$ cat config.mk
export PLATFORM = sky130hd
export DESIGN_NAME = wrp_mod
export DESIGN_NICKNAME = d
export VERILOG_FILES = /design/src/rtl/weighted_random_pick_defines.svh /design/src/rtl/wrp_pkg.sv /design/src/rtl/wrp_mod.sv
export SDC_FILE = /design/constraint.sdc
export NUM_CORES = 1
export LEC_CHECK = 0
export BUFFER_PORTS_ARGS = -buffer_cell sky130_fd_sc_hd__buf_2
export CORE_MARGIN = 10
export CORE_UTILIZATION = 35
export CTS_BUF_LIST = sky130_fd_sc_hd__clkbuf_2
export DETAILED_ROUTE_END_ITERATION = 10
export PLACE_DENSITY = 0.58
export SYNTH_ARGS = -nofsm -noshare
export SYNTH_HDL_FRONTEND = slang
export SYNTH_SLANG_ARGS = --single-unit
export TNS_END_PERCENT = 5
$ cat constraint.sdc
create_clock -name clk -period 7.4 [get_ports clk]
set_input_delay 0.74 -clock clk [delete_from_list [all_inputs] [get_ports clk]]
set_output_delay 0.74 -clock clk [all_outputs]
set_load 0.005 [all_outputs]
$ cat src/rtl/weighted_random_pick_defines.svh
// Assertion macros for the weighted random pick block.
`ifndef WEIGHTED_RANDOM_PICK_DEFINES_SVH
`define WEIGHTED_RANDOM_PICK_DEFINES_SVH

`ifndef ASSERT_OFF

// Same-cycle implication, checked outside reset.
`define WRP_ASSERT_IMPL(lbl, clk, rst_n, ante, cons, msg) \
    lbl: assert property (@(posedge clk) disable iff (!rst_n) (ante) |-> (cons)) \
        else $error(msg);

// Next-cycle implication, checked outside reset.
`define WRP_ASSERT_NEXT(lbl, clk, rst_n, ante, cons, msg) \
    lbl: assert property (@(posedge clk) disable iff (!rst_n) (ante) |=> (cons)) \
        else $error(msg);

`else

`define WRP_ASSERT_IMPL(lbl, clk, rst_n, ante, cons, msg)
`define WRP_ASSERT_NEXT(lbl, clk, rst_n, ante, cons, msg)

`endif

`endif

$ cat src/rtl/wrp_pkg.sv
`default_nettype none

package wrp_pkg;

    localparam int VALUE_W   = 32;
    localparam int RND_W     = 31;
    localparam int MODE_W    = 2;
    localparam int SPAN_W    = 33;
    localparam int MOD_CNT_W = 5;

    localparam logic [MODE_W-1:0] MODE_SINGLE   = 2'd0;
    localparam logic [MODE_W-1:0] MODE_RANGE    = 2'd1;
    localparam logic [MODE_W-1:0] MODE_WEIGHTED = 2'd2;

    localparam logic signed [VALUE_W-1:0] INT_MAX = 32'sh7FFF_FFFF;

    typedef enum logic [2:0] {
        ST_IDLE,
        ST_SETUP,
        ST_DIV,
        ST_WALK_RD,
        ST_WALK_SUB,
        ST_VAL_RD,
        ST_VAL_WAIT,
        ST_FINISH
    } state_t;

endpackage

`default_nettype wire

$ cat src/rtl/wrp_mod.sv
`default_nettype none

// Restoring remainder unit: one quotient bit per cycle.
module wrp_mod (
    input  wire logic                         clk,
    input  wire logic                         rst_n,
    input  wire logic                         start,
    input  wire logic [wrp_pkg::RND_W-1:0]    dividend,
    input  wire logic [wrp_pkg::SPAN_W-1:0]   divisor,
    output logic                              done,
    output logic      [wrp_pkg::SPAN_W-1:0]   remainder
);
    import wrp_pkg::*;

    logic [SPAN_W-1:0]    rem_reg, rem_next;
    logic [RND_W-1:0]     dvd_reg, dvd_next;
    logic [SPAN_W-1:0]    div_reg, div_next;
    logic [MOD_CNT_W-1:0] cnt_reg, cnt_next;
    logic                 busy_reg, busy_next;
    logic                 done_reg, done_next;
    logic [SPAN_W:0]      shifted;
    logic [SPAN_W:0]      diff;

    assign shifted = {rem_reg, dvd_reg[RND_W-1]};
    assign diff    = shifted - {1'b0, div_reg};

    always_comb
    begin
        rem_next  = rem_reg;
        dvd_next  = dvd_reg;
        div_next  = div_reg;
        cnt_next  = cnt_reg;
        busy_next = busy_reg;
        done_next = 1'b0;
        if (start)
        begin
            rem_next  = '0;
            dvd_next  = dividend;
            div_next  = divisor;
            cnt_next  = MOD_CNT_W'(RND_W - 1);
            busy_next = 1'b1;
        end
        else if (busy_reg)
        begin
            // subtract when the partial remainder reaches the divisor
            if (shifted >= {1'b0, div_reg})
            begin
                rem_next = diff[SPAN_W-1:0];
            end
            else
            begin
                rem_next = shifted[SPAN_W-1:0];
            end
            dvd_next = {dvd_reg[RND_W-2:0], 1'b0};
            cnt_next = cnt_reg - 1'b1;
            if (cnt_reg == '0)
            begin
                busy_next = 1'b0;
                done_next = 1'b1;
            end
        end
    end

    always_ff @(posedge clk or negedge rst_n)
    begin
        if (!rst_n)
        begin
            busy_reg <= 1'b0;
            done_reg <= 1'b0;
            cnt_reg  <= '0;
        end
        else
        begin
            busy_reg <= busy_next;
            done_reg <= done_next;
            cnt_reg  <= cnt_next;
        end
    end

    always_ff @(posedge clk)
    begin
        rem_reg <= rem_next;
        dvd_reg <= dvd_next;
        div_reg <= div_next;
    end

    assign done      = done_reg;
    assign remainder = rem_reg;
endmodule

`default_nettype wire

==> results of run 1 <==
==> cell usage in the layout, fill, tap and decap left out, drive strengths merged, types with 7 or more instances in the layout <==
| master | n |
|---|---|
| nand2 | 33 |
| o21ai | 21 |
| nand3 | 7 |
| buf | 101 |
| nand4 | 8 |
| a21oi | 33 |
| a21o | 16 |
| mux2i | 21 |
| dfxtp | 33 |
| nor2b | 8 |
| ha | 35 |
| clkbuf | 10 |
| xor2 | 9 |
| a211oi | 20 |
| inv | 51 |
| mux2 | 31 |
| a31oi | 8 |
| nor2 | 45 |
| edfxtp | 64 |
| dfrtp | 7 |
| nand2b | 7 |
| xnor2 | 23 |
==> layout make-up <==
cell class / instances / area [sq um]
diodes: 2 / 5.00
clock buffers: 10 / 50.0
clock inverters: 6 / 72.6
fillers: 1630 / 9870
inverters: 47 / 176
multi-input cells: 388 / 2920
flip-flops and latches: 104 / 2760
well taps: 220 / 275
repair buffers: 102 / 520
==> metal layers <==
| metal | up-vias | routed length, um | global-route usage [%] |
|---|---|---|---|
| li1 | 2240 | - | - |
| met1 | 2112 | 6390 | 15.7 |
| met2 | 111 | 6700 | 20.3 |
| met3 | 21 | 801 | 3.60 |
| met4 | 0 | 331 | 4.37 |
| met5 | - | 0 | 0 |
==> timing repair <==
item	CTS	global route
hold buffers	1	0
endpoints found under the hold margin	7	0
gates resized for setup	0	0
==> report_power, final <==
group / switching (mW) / total, mW / internal [mW]
registers: 0.105 / 0.832 / 0.727
logic: 0.577 / 1.06 / 0.483
clock network: 0.208 / 0.294 / 0.0855
total: 0.890 / 2.19 / 1.30
==> synth_stat cells (2+ instances only) <==
library cell and instances:
a2111oi_4 2, a211oi_1 19, a21o_1 16, a21oi_1 32, a221o_1 2, a311oi_1 6, a31oi_1 8, and2_1 3
and3_1 6, buf_1 7, clkbuf_1 12, dfrtp_1 7, dfxtp_1 33, edfxtp_1 64, ha_1 35, inv_1 47
mux2_2 30, mux2i_1 21, nand2_1 32, nand2b_1 7, nand3_1 7, nand3b_1 3, nand4_1 8, nor2_1 45
nor2b_1 8, nor3_1 6, nor3b_1 4, nor4_1 2, o211ai_1 2, o21ai_0 13, o21ai_1 8, o21bai_1 3
o31ai_1 4, xnor2_1 23, xor2_1 9
==> per-stage QoR <==
stage          utilization [%]  setup slack [ns]
3_3_place_gp              39.9              3.69
5_1_grt                   40.7              3.15
4_1_cts                   40.7              3.47
6_report                  40.7              3.48
3_5_place_dp              39.9              3.56
2_1_floorplan                -              4.19
==> worst max path at each step <==
| stage | slack, ns | endpoint | from | depth (start not counted) |
|---|---|---|---|---|
| 2_1_floorplan | 4.19 | remainder[1] | dvd_reg[30] | 14 |
| 3_3_place_gp | 3.69 | remainder[0] | dvd_reg[30] | 13 |
| 3_5_place_dp | 3.56 | remainder[0] | dvd_reg[30] | 13 |
| 4_1_cts | 3.47 | remainder[0] | dvd_reg[30] | 13 |
| 5_1_grt | 3.15 | remainder[0] | dvd_reg[30] | 13 |
| 6_report | 3.48 | remainder[0] | dvd_reg[30] | 13 |
==> worst max-delay path: stages (launching register included) <==
cell       delay (ns)
edfxtp_1         0.43
inv_1            0.08
ha_1             0.16
inv_1            0.05
fa_1             0.41
a21oi_2          0.20
o221ai_2         0.14
a221o_1          0.39
a2111oi_4        0.42
nor3_1           0.14
o2111ai_4        0.37
nand2_4          0.37
mux2_4           0.42
a211oi_2         0.20
==> kinds of logic (layout without fill, tap and decap cells) <==
kind of cell	Yosys count	in the layout	synth area share (%)
multiplexers	52	52	9.47
other	0	2	0
flip-flops	104	104	46.4
AND/OR/NAND/NOR	139	139	11.6
AO/OA/AOI/OAI	129	129	15.5
buffers and inverters	69	165	4.57
XOR/XNOR	32	32	4.71
adder cells (fa/ha/maj)	36	36	7.70
==> results.md, run 1 <==
- Total iterations of the first detailed-routing run: 5
- Run status: complete, no violations
- Crit path time final: 3.92 ns
- PortBufs: 100
- Synth Warn #: 0
- Largest net degree at the start of global routing: about 70
- Post-CTS Setup Inserts: 0
- Initial antenna violation count: 2
- Clock root buffer: clkbuf_2
- R2r startpoint: dvd_reg[30]
- Hold path depth: 1
- Hold Path Class: primary input to flop
- Finish-stage setup viols: 0
- Post-synth EDFFs: 64
- Worst setup path category: flop to flop
- Syn nets: 664
- Power density over cell area: roughly 320 nW/um^2
- Mapped cell area: 5940 sq um
- Final-report hold violation count: 0
- Sequential fraction of the synthesis area: 46.4%
- Count of different cell masters after synthesis: 62
- Hold Startpoint: divisor[3]
- RSZ-0062 raised after global routing: no
- Area contributors post-synth: edfxtp_1 32%, dfxtp_1 11%, ha_1 7.4%, mux2_2 5.7%, mux2i_1 3.5%
- Clk sink count: 104
- R2r setup slk: between 3 and 4 ns
- CTS tree: yes
- Dpl cells: 860
- Area share of the largest cell type after synthesis: 32.3%
- Critical Path AT: 4.49 ns
- GP Congestion: 0.933
- Worst EP required: 7.97 ns
- FF-to-FF End: remainder[0]
- Die ar.: between 20,000 and 25,000 sq um
- Detail-routed via count per cell: 5.10
- Placeable Area: around 17,000 sq um
- Non-Filler Instances: 879
- Worst-Margin Slew: ~1.2 ns
- Peak VDD IR: 0.128 mV
- Detail Route Antenna Nets: 0
- Leading area contributor after synthesis: edfxtp_1
- Final nets: around 760
- TNS Setup: 0 ns
- Clock transition at path regs: 0.31 ns
- Max clock buf depth: 2
- Power, Total: 2.19 mW
- FP Rows: 47
- Post-DP HPWL: between 10,000 and 15,000 um
- P_leak: a little under 3 nW
- Post-Syn Instances: around 560
- Post-synthesis average cell area: 10.6 sq um
- GRT Residual Overflow: 0
- Die height: ~150 um
- WL per Instance: about 16 um
- Vias: 4,484
- Reg2Reg Depth: 13
- Number of global-route vias before repair: ~4.5k
- Worst-Skew Late Latency: 0.64 ns
- Worst setup SP type: flop
- Final instance area: between 6000 and 7000 sq um
- Period utilization: 53.0%
- Layout cells sized above 1: 24.2%
- Final clock skew: 0.0531 ns
- Total track usage: 12.6%
- Crit. End Element: flop
- Post-Route WL: 14,200 um
- Initial Utilization: 35.7%
- Die width: 150 um
- Final Max Tran Viols: 0
- Asr flop ratio synth: between 6 and 7%
- CTS Buf Count: 9
- First-pass GRT wire length: 22,800 um
- #FFs+latches synth: 104
- Final routed DRC violation total: 0
- IO Count: 101
- Area grow syn2layout: 14.0%
- Hold WS: 0.243 ns
- FMAX: approximately 0.25 GHz
- Hold path endpoint: div_reg[3]
- Max Cap Violations: 0
- H-Tree Depth: 3
- Dpl cell area: 6640 sq um
- Crit-path max FO: 33
- Worst relative slew slack: 19.9%
- Initial DRC count: around 240
- Synth Flop Type: edfxtp_1
Power figures use the tool's default switching activity.
==> run 2: changes to the inputs <==
==> constraint.sdc (replaced) <==
create_clock -name clk -period 4 [get_ports clk]
set_input_delay 0.4 -clock clk [delete_from_list [all_inputs] [get_ports clk]]
set_output_delay 0.4 -clock clk [all_outputs]
set_load 0.005 [all_outputs]
==> run 2 against run 1 <==
Against the previous run:
- cell count increased by 8.1%
- largest power group unchanged
- critical path type unchanged
- total power rose by 88%
- non-clock buffer count rose by 70
- design area up 10%
- critical path depth grew 1
- first-iteration DRC count grew 46%
- fmax is 7.7% higher
- register-to-register slack worse by 3.1 ns
- via count is 5.9% higher
- sequential power rose by 85%
- sequential share of layout area decreased by 3.7 points
==> results.md, run 2 (same netlist as run 1, synthesis figures left out) <==
- Run status: complete, no violations
- Clock root buffer: clkbuf_2
- Initial DRC count: 345
- Finish-stage setup viols: 0
- Vias: 4,747
- Critical Path AT: 4.24 ns
- Placeable Area: ~17,000 sq um
- Hold Path Class: primary input to async pin
- Max clock buf depth: 2
- Period utilization: around 91%
- Final-report hold violation count: 0
- Worst EP required: around 4.6 ns
- PortBufs: 100
- Area grow syn2layout: 25.4%
- IO Count: around 100
- Non-Filler Instances: 950
- Worst-Skew Late Latency: between 0.6 and 0.7 ns
- Post-Route WL: 15,000 um
- Detail-routed via count per cell: 5.00
- RSZ-0062 raised after global routing: no
- H-Tree Depth: 3
- GRT Residual Overflow: 0
- Worst-Margin Slew: 1.20 ns
- Largest net degree at the start of global routing: 70
- Worst setup path category: flop to flop
- Power density over cell area: 553 nW/um^2
- GP Congestion: ~0.85
- Hold WS: approximately 0.063 ns
- FMAX: 0.274 GHz
- DR WL met2: between 7000 and 8000 um
- CTS Buf Count: 9
- Max Cap Violations: 0
- TNS Setup: 0 ns
- Die ar.: 22,600 sq um
- Crit. End Element: flop
- Total track usage: 13.2%
- FP Rows: 47
- WL per Instance: 15.7 um
- Reg2Reg Depth: 14
- Most common cell after layout, fill and taps aside: buf_2
- Detail Route Antenna Nets: 0
- Die height: 150 um
- Dpl cells: 866
- Layout cells sized above 1: 22.7%
- Initial antenna violation count: 2
- Final instance area: 7450 sq um
- Peak VDD IR: a little under 0.2 mV
- R2r setup slk: 0.36 ns
- CTS tree: yes
- Clk sink count: between 100 and 150
- R2r startpoint: dvd_reg[30]
- Final nets: 825
- Most frequent cells in the layout: 99 x buf_2, 65 x dlygate4sd3_1, 64 x edfxtp_1
- Dpl cell area: approximately 6700 sq um
- Highest routed metal layer: met4
- Die width: 150 um
- Crit-path max FO: 22
- Power, Total: 4.12 mW
- Number of global-route vias before repair: 4,801
- Final clock skew: ~0.043 ns
- P_leak: 3.21 nW
- Met3 routed WL: 853 um
- Final routed DRC violation total: 0
- Metal-1 WL: 6620 um
- FF-to-FF End: remainder[1]
- Clock transition at path regs: 0.33 ns
- Worst setup SP type: flop
- Total iterations of the first detailed-routing run: 4
- Post-DP HPWL: 10,900 um
- Final Max Tran Viols: 0
- First-pass GRT wire length: 24,000 um
- Initial Utilization: roughly 36%
- Worst relative slew slack: 19.7%
- Crit path time final: around 3.6 ns
run 2: cell types whose count changed in the layout (fill, tap and decap cells not counted):
cell / before / now
buf_4: 2 / 8
bufinv_16: 1 / 0
clkbuf_2: 10 / 9
clkinv_2: 1 / 0
clkinvlp_4: 0 / 1
diode_2: 2 / 3
dlygate4sd3_1: 1 / 65
inv_8: 1 / 3
run 2: critical path: stages (launching register included):
cell	delay [ns]
edfxtp_1	0.44
inv_1	0.08
ha_1	0.15
inv_1	0.05
fa_1	0.42
a21oi_2	0.20
o221ai_2	0.15
a221o_1	0.39
a2111oi_4	0.42
nor3_1	0.13
o2111ai_4	0.25
nand2_4	0.25
buf_4	0.27
mux2i_1	0.12
a211oi_1	0.26
run 2: worst max-delay path by stage:
| stage | from | endpoint | slack, ns | depth (start not counted) |
|---|---|---|---|---|
| after global placement | dvd_reg[30] | remainder[1] | 0.53 | 14 |
| after global routing | dvd_reg[30] | remainder[16] | 0.04 | 14 |
| final | dvd_reg[30] | remainder[1] | 0.36 | 14 |
| after floorplan | dvd_reg[30] | remainder[1] | 0.79 | 14 |
| after CTS | dvd_reg[30] | remainder[1] | 0.35 | 14 |
| after detailed placement | dvd_reg[30] | remainder[1] | 0.41 | 14 |
run 2: final cells by class:
| class | instances | area, sq um |
|---|---|---|
| Fill cell | 1626 | 9190 |
| Multi-Input combinational cell | 388 | 2920 |
| Sequential cell | 104 | 2760 |
| Timing Repair Buffer | 172 | 1210 |
| Tap cell | 220 | 275 |
| Inverter | 47 | 176 |
| Clock inverter | 7 | 67.6 |
| Clock buffer | 9 | 45.0 |
| Antenna cell | 3 | 7.51 |
run 2: what timing repair did:
item	4_1_cts	5_1_grt
endpoints found under the hold margin	70	1
hold buffers	64	1
setup endpoints to repair	0	0
resized for setup	0	0
buffers inserted	0	0
run 2: metrics by stage:
stage / utilization [%] / worst slack (ns)
2_1_floorplan: - / 0.790
3_3_place_gp: 40.1 / 0.532
3_5_place_dp: 40.1 / 0.413
4_1_cts: 44.7 / 0.354
5_1_grt: 44.8 / 0.0440
6_report: 44.8 / 0.357
run 2: power by group:
group | internal (mW) | leakage (nW) | switching, mW
Combinational | 0.965 | 2.14 | 1.10
Clock | 0.104 | 0.0693 | 0.415
Sequential | 1.35 | 0.993 | 0.194
Total | 2.41 | 3.21 | 1.70
run 2: metal layers:
layer  vias to the layer above  global-route usage, %
met5                         -                      0
met4                         0                   4.86
met3                        24                   3.39
met2                       109                   21.2
met1                      2240                   16.7
li1                       2374                      -
==> run 3: changes to the inputs <==
--- a/config.mk
+++ b/config.mk
@@ -10,7 +10,9 @@
 export CORE_UTILIZATION = 35
 export CTS_BUF_LIST = sky130_fd_sc_hd__clkbuf_2
 export DETAILED_ROUTE_END_ITERATION = 10
+export HOLD_SLACK_MARGIN = 0.03
 export PLACE_DENSITY = 0.58
+export RECOVER_POWER = 50
 export SYNTH_ARGS = -nofsm -noshare
 export SYNTH_HDL_FRONTEND = slang
 export SYNTH_SLANG_ARGS = --single-unit
==> run 3 against run 2 <==
Against the previous run:
- the flow now finishes with violations (capacitance limit, slew limit)
- sequential power about the same
- cell count did not move
- combinational power hardly changed
- register-to-register slack lost 0.05 ns
- largest cell class unchanged
- die area unchanged
- fmax shrank 1.4%
- core utilization barely moved
- design area hardly changed
- non-clock buffer count is 1 higher
==> results.md, run 3 (same netlist as run 1, synthesis figures left out) <==
- Run status: finished with violations
- Violated checks: capacitance limit, slew limit
- Reg2Reg Depth: 14
- Post-DP HPWL: 10,900 um
- RSZ-0062 raised after global routing: no
- Die height: 150 um
- FF-to-FF End: remainder[1]
- R2r setup slk: 0.30 ns
- Worst relative slew slack: -123%
- Worst EP required: approximately 4.6 ns
- Period utilization: a little over 90%
- Setup crit end: remainder[1]
- Clk sink count: 104
- Max Cap Violations: 1
- Initial antenna violation count: 2
- Placeable Area: 16,600 sq um
- CTS Buf Count: 9
- GR met2 Demand/Resource: 21.3%
- Detail Route Antenna Nets: 0
- Total track usage: 13.2%
- Area grow syn2layout: 25.3%
- WL per Instance: around 16 um
- H-Tree Depth: 3
- Die ar.: 22,600 sq um
- PortBufs: 100
- GP Congestion: 0.848
- Crit path time final: 3.70 ns
- Initial DRC count: 350
- First-pass GRT wire length: 24,100 um
- Met3 track demand over resource: 3.39%
- Die width: 150 um
- P_leak: approximately 3.2 nW
- R2r startpoint: dvd_reg[30]
- Final Max Tran Viols: 70
- Most common cell after layout, fill and taps aside: buf_2
- Detail-routed via count per cell: 4.99
- Largest net degree at the start of global routing: 70
- Post-CTS Setup Inserts: 0
- Total iterations of the first detailed-routing run: 5
- Worst-Margin Slew: between 3 and 4 ns
- Final clock skew: between 0.03 and 0.04 ns
- Worst setup path category: flop to flop
- Clock transition at path regs: about 0.33 ns
- Crit. End Element: flop
- Final-report hold violation count: 0
- Initial Utilization: 35.7%
- CTS tree: yes
- Number of global-route vias before repair: 4,813
- Hold Path Class: primary input to flop
- TNS Setup: 0 ns
- IO Count: 101
- Max clock buf depth: 2
- Power density over cell area: approximately 550 nW/um^2
- Layout cells sized above 1: 22.0%
- GRT Residual Overflow: 0
- Crit. Startpoint: dvd_reg[30]
- Clock root buffer: clkbuf_2
- Crit-path max FO: 22
- Met1 Usage GRT: 16.7%
- Post-Route WL: 14,900 um
- Final routed DRC violation total: 0
- GRT Max-Usage Layer: met2
- Finish-stage setup viols: 0
- FMAX: 0.271 GHz
- Final nets: a little over 800
- Vias: 4,742
- Most frequent cells in the layout: 97 x buf_2, 66 x dlygate4sd3_1, 64 x edfxtp_1
- Worst setup SP type: flop
- Peak VDD IR: ~0.2 mV
- Power, Total: approximately 4.1 mW
- Worst-Skew Late Latency: 0.67 ns
- PostCTS Resize Cnt: 0
- FP Rows: between 40 and 50
- Hold WS: 0.271 ns
- Critical Path AT: 4.27 ns
==> run 3: changes by cell type in the layout (fill, tap and decap cells not counted) <==
cell           change
buf_2              -2
buf_4              -2
clkbuf_1           +4
diode_2            -1
dlygate4sd3_1      +1
mux2_1             +1
mux2_2             -1
==> run 3: layout make-up <==
cell class	count	area [sq um]
inverters	47	176
repair buffers	173	1210
clock buffers	9	45.0
flip-flops and latches	104	2760
diodes	2	5.00
clock inverters	7	67.6
well taps	220	275
fillers	1624	9190
multi-input cells	388	2920
==> run 3: stage by stage <==
stage	instances	cell area, sq um	worst slack, ns	util, %
global route	950	7450	0.0222	44.8
CTS	948	7450	0.354	44.8
global placement	866	6680	0.532	40.1
floorplan	561	5940	0.790	-
finish	950	7450	0.305	44.8
detailed placement	866	6680	0.413	40.1
==> run 3: how the worst min path moves through the flow <==
stage	slack, ns	endpoint	cells past startpoint	startpoint
after global placement	0.24	cnt_reg[0]	1	rst_n
after global routing	0.31	remainder[24]	4	start
final	0.27	remainder[2]	4	start
after CTS	0.10	remainder[24]	4	start
after floorplan	0.10	busy_reg	0	rst_n
after detailed placement	0.24	cnt_reg[0]	1	rst_n
==> run 3: routing by layer <==
layer,up-vias,share of wire (%)
met3,26,5.8
met5,-,0
met1,2228,44
met2,115,48
met4,0,2.0
li1,2373,-
==> run 3: repair_timing <==
action | 4_1_cts | 5_1_grt
hold buffers | 66 | 0
endpoints found under the setup margin | 0 | 0
endpoints found under the hold margin | 71 | 0
==> run 3: power by group <==
part	switching (mW)	total, mW	internal, mW
Combinational	1.10	2.07	0.967
Clock	0.417	0.522	0.104
Sequential	0.192	1.54	1.35
==> run 3: worst max-delay path, stage by stage, from the launching register on <==
cell	delay, ns
edfxtp_1	0.44
inv_1	0.08
ha_1	0.15
inv_1	0.05
fa_1	0.42
a21oi_2	0.20
o221ai_2	0.15
a221o_1	0.39
a2111oi_4	0.43
nor3_1	0.13
o2111ai_4	0.25
nand2_4	0.25
buf_4	0.27
mux2i_1	0.12
a211oi_1	0.26
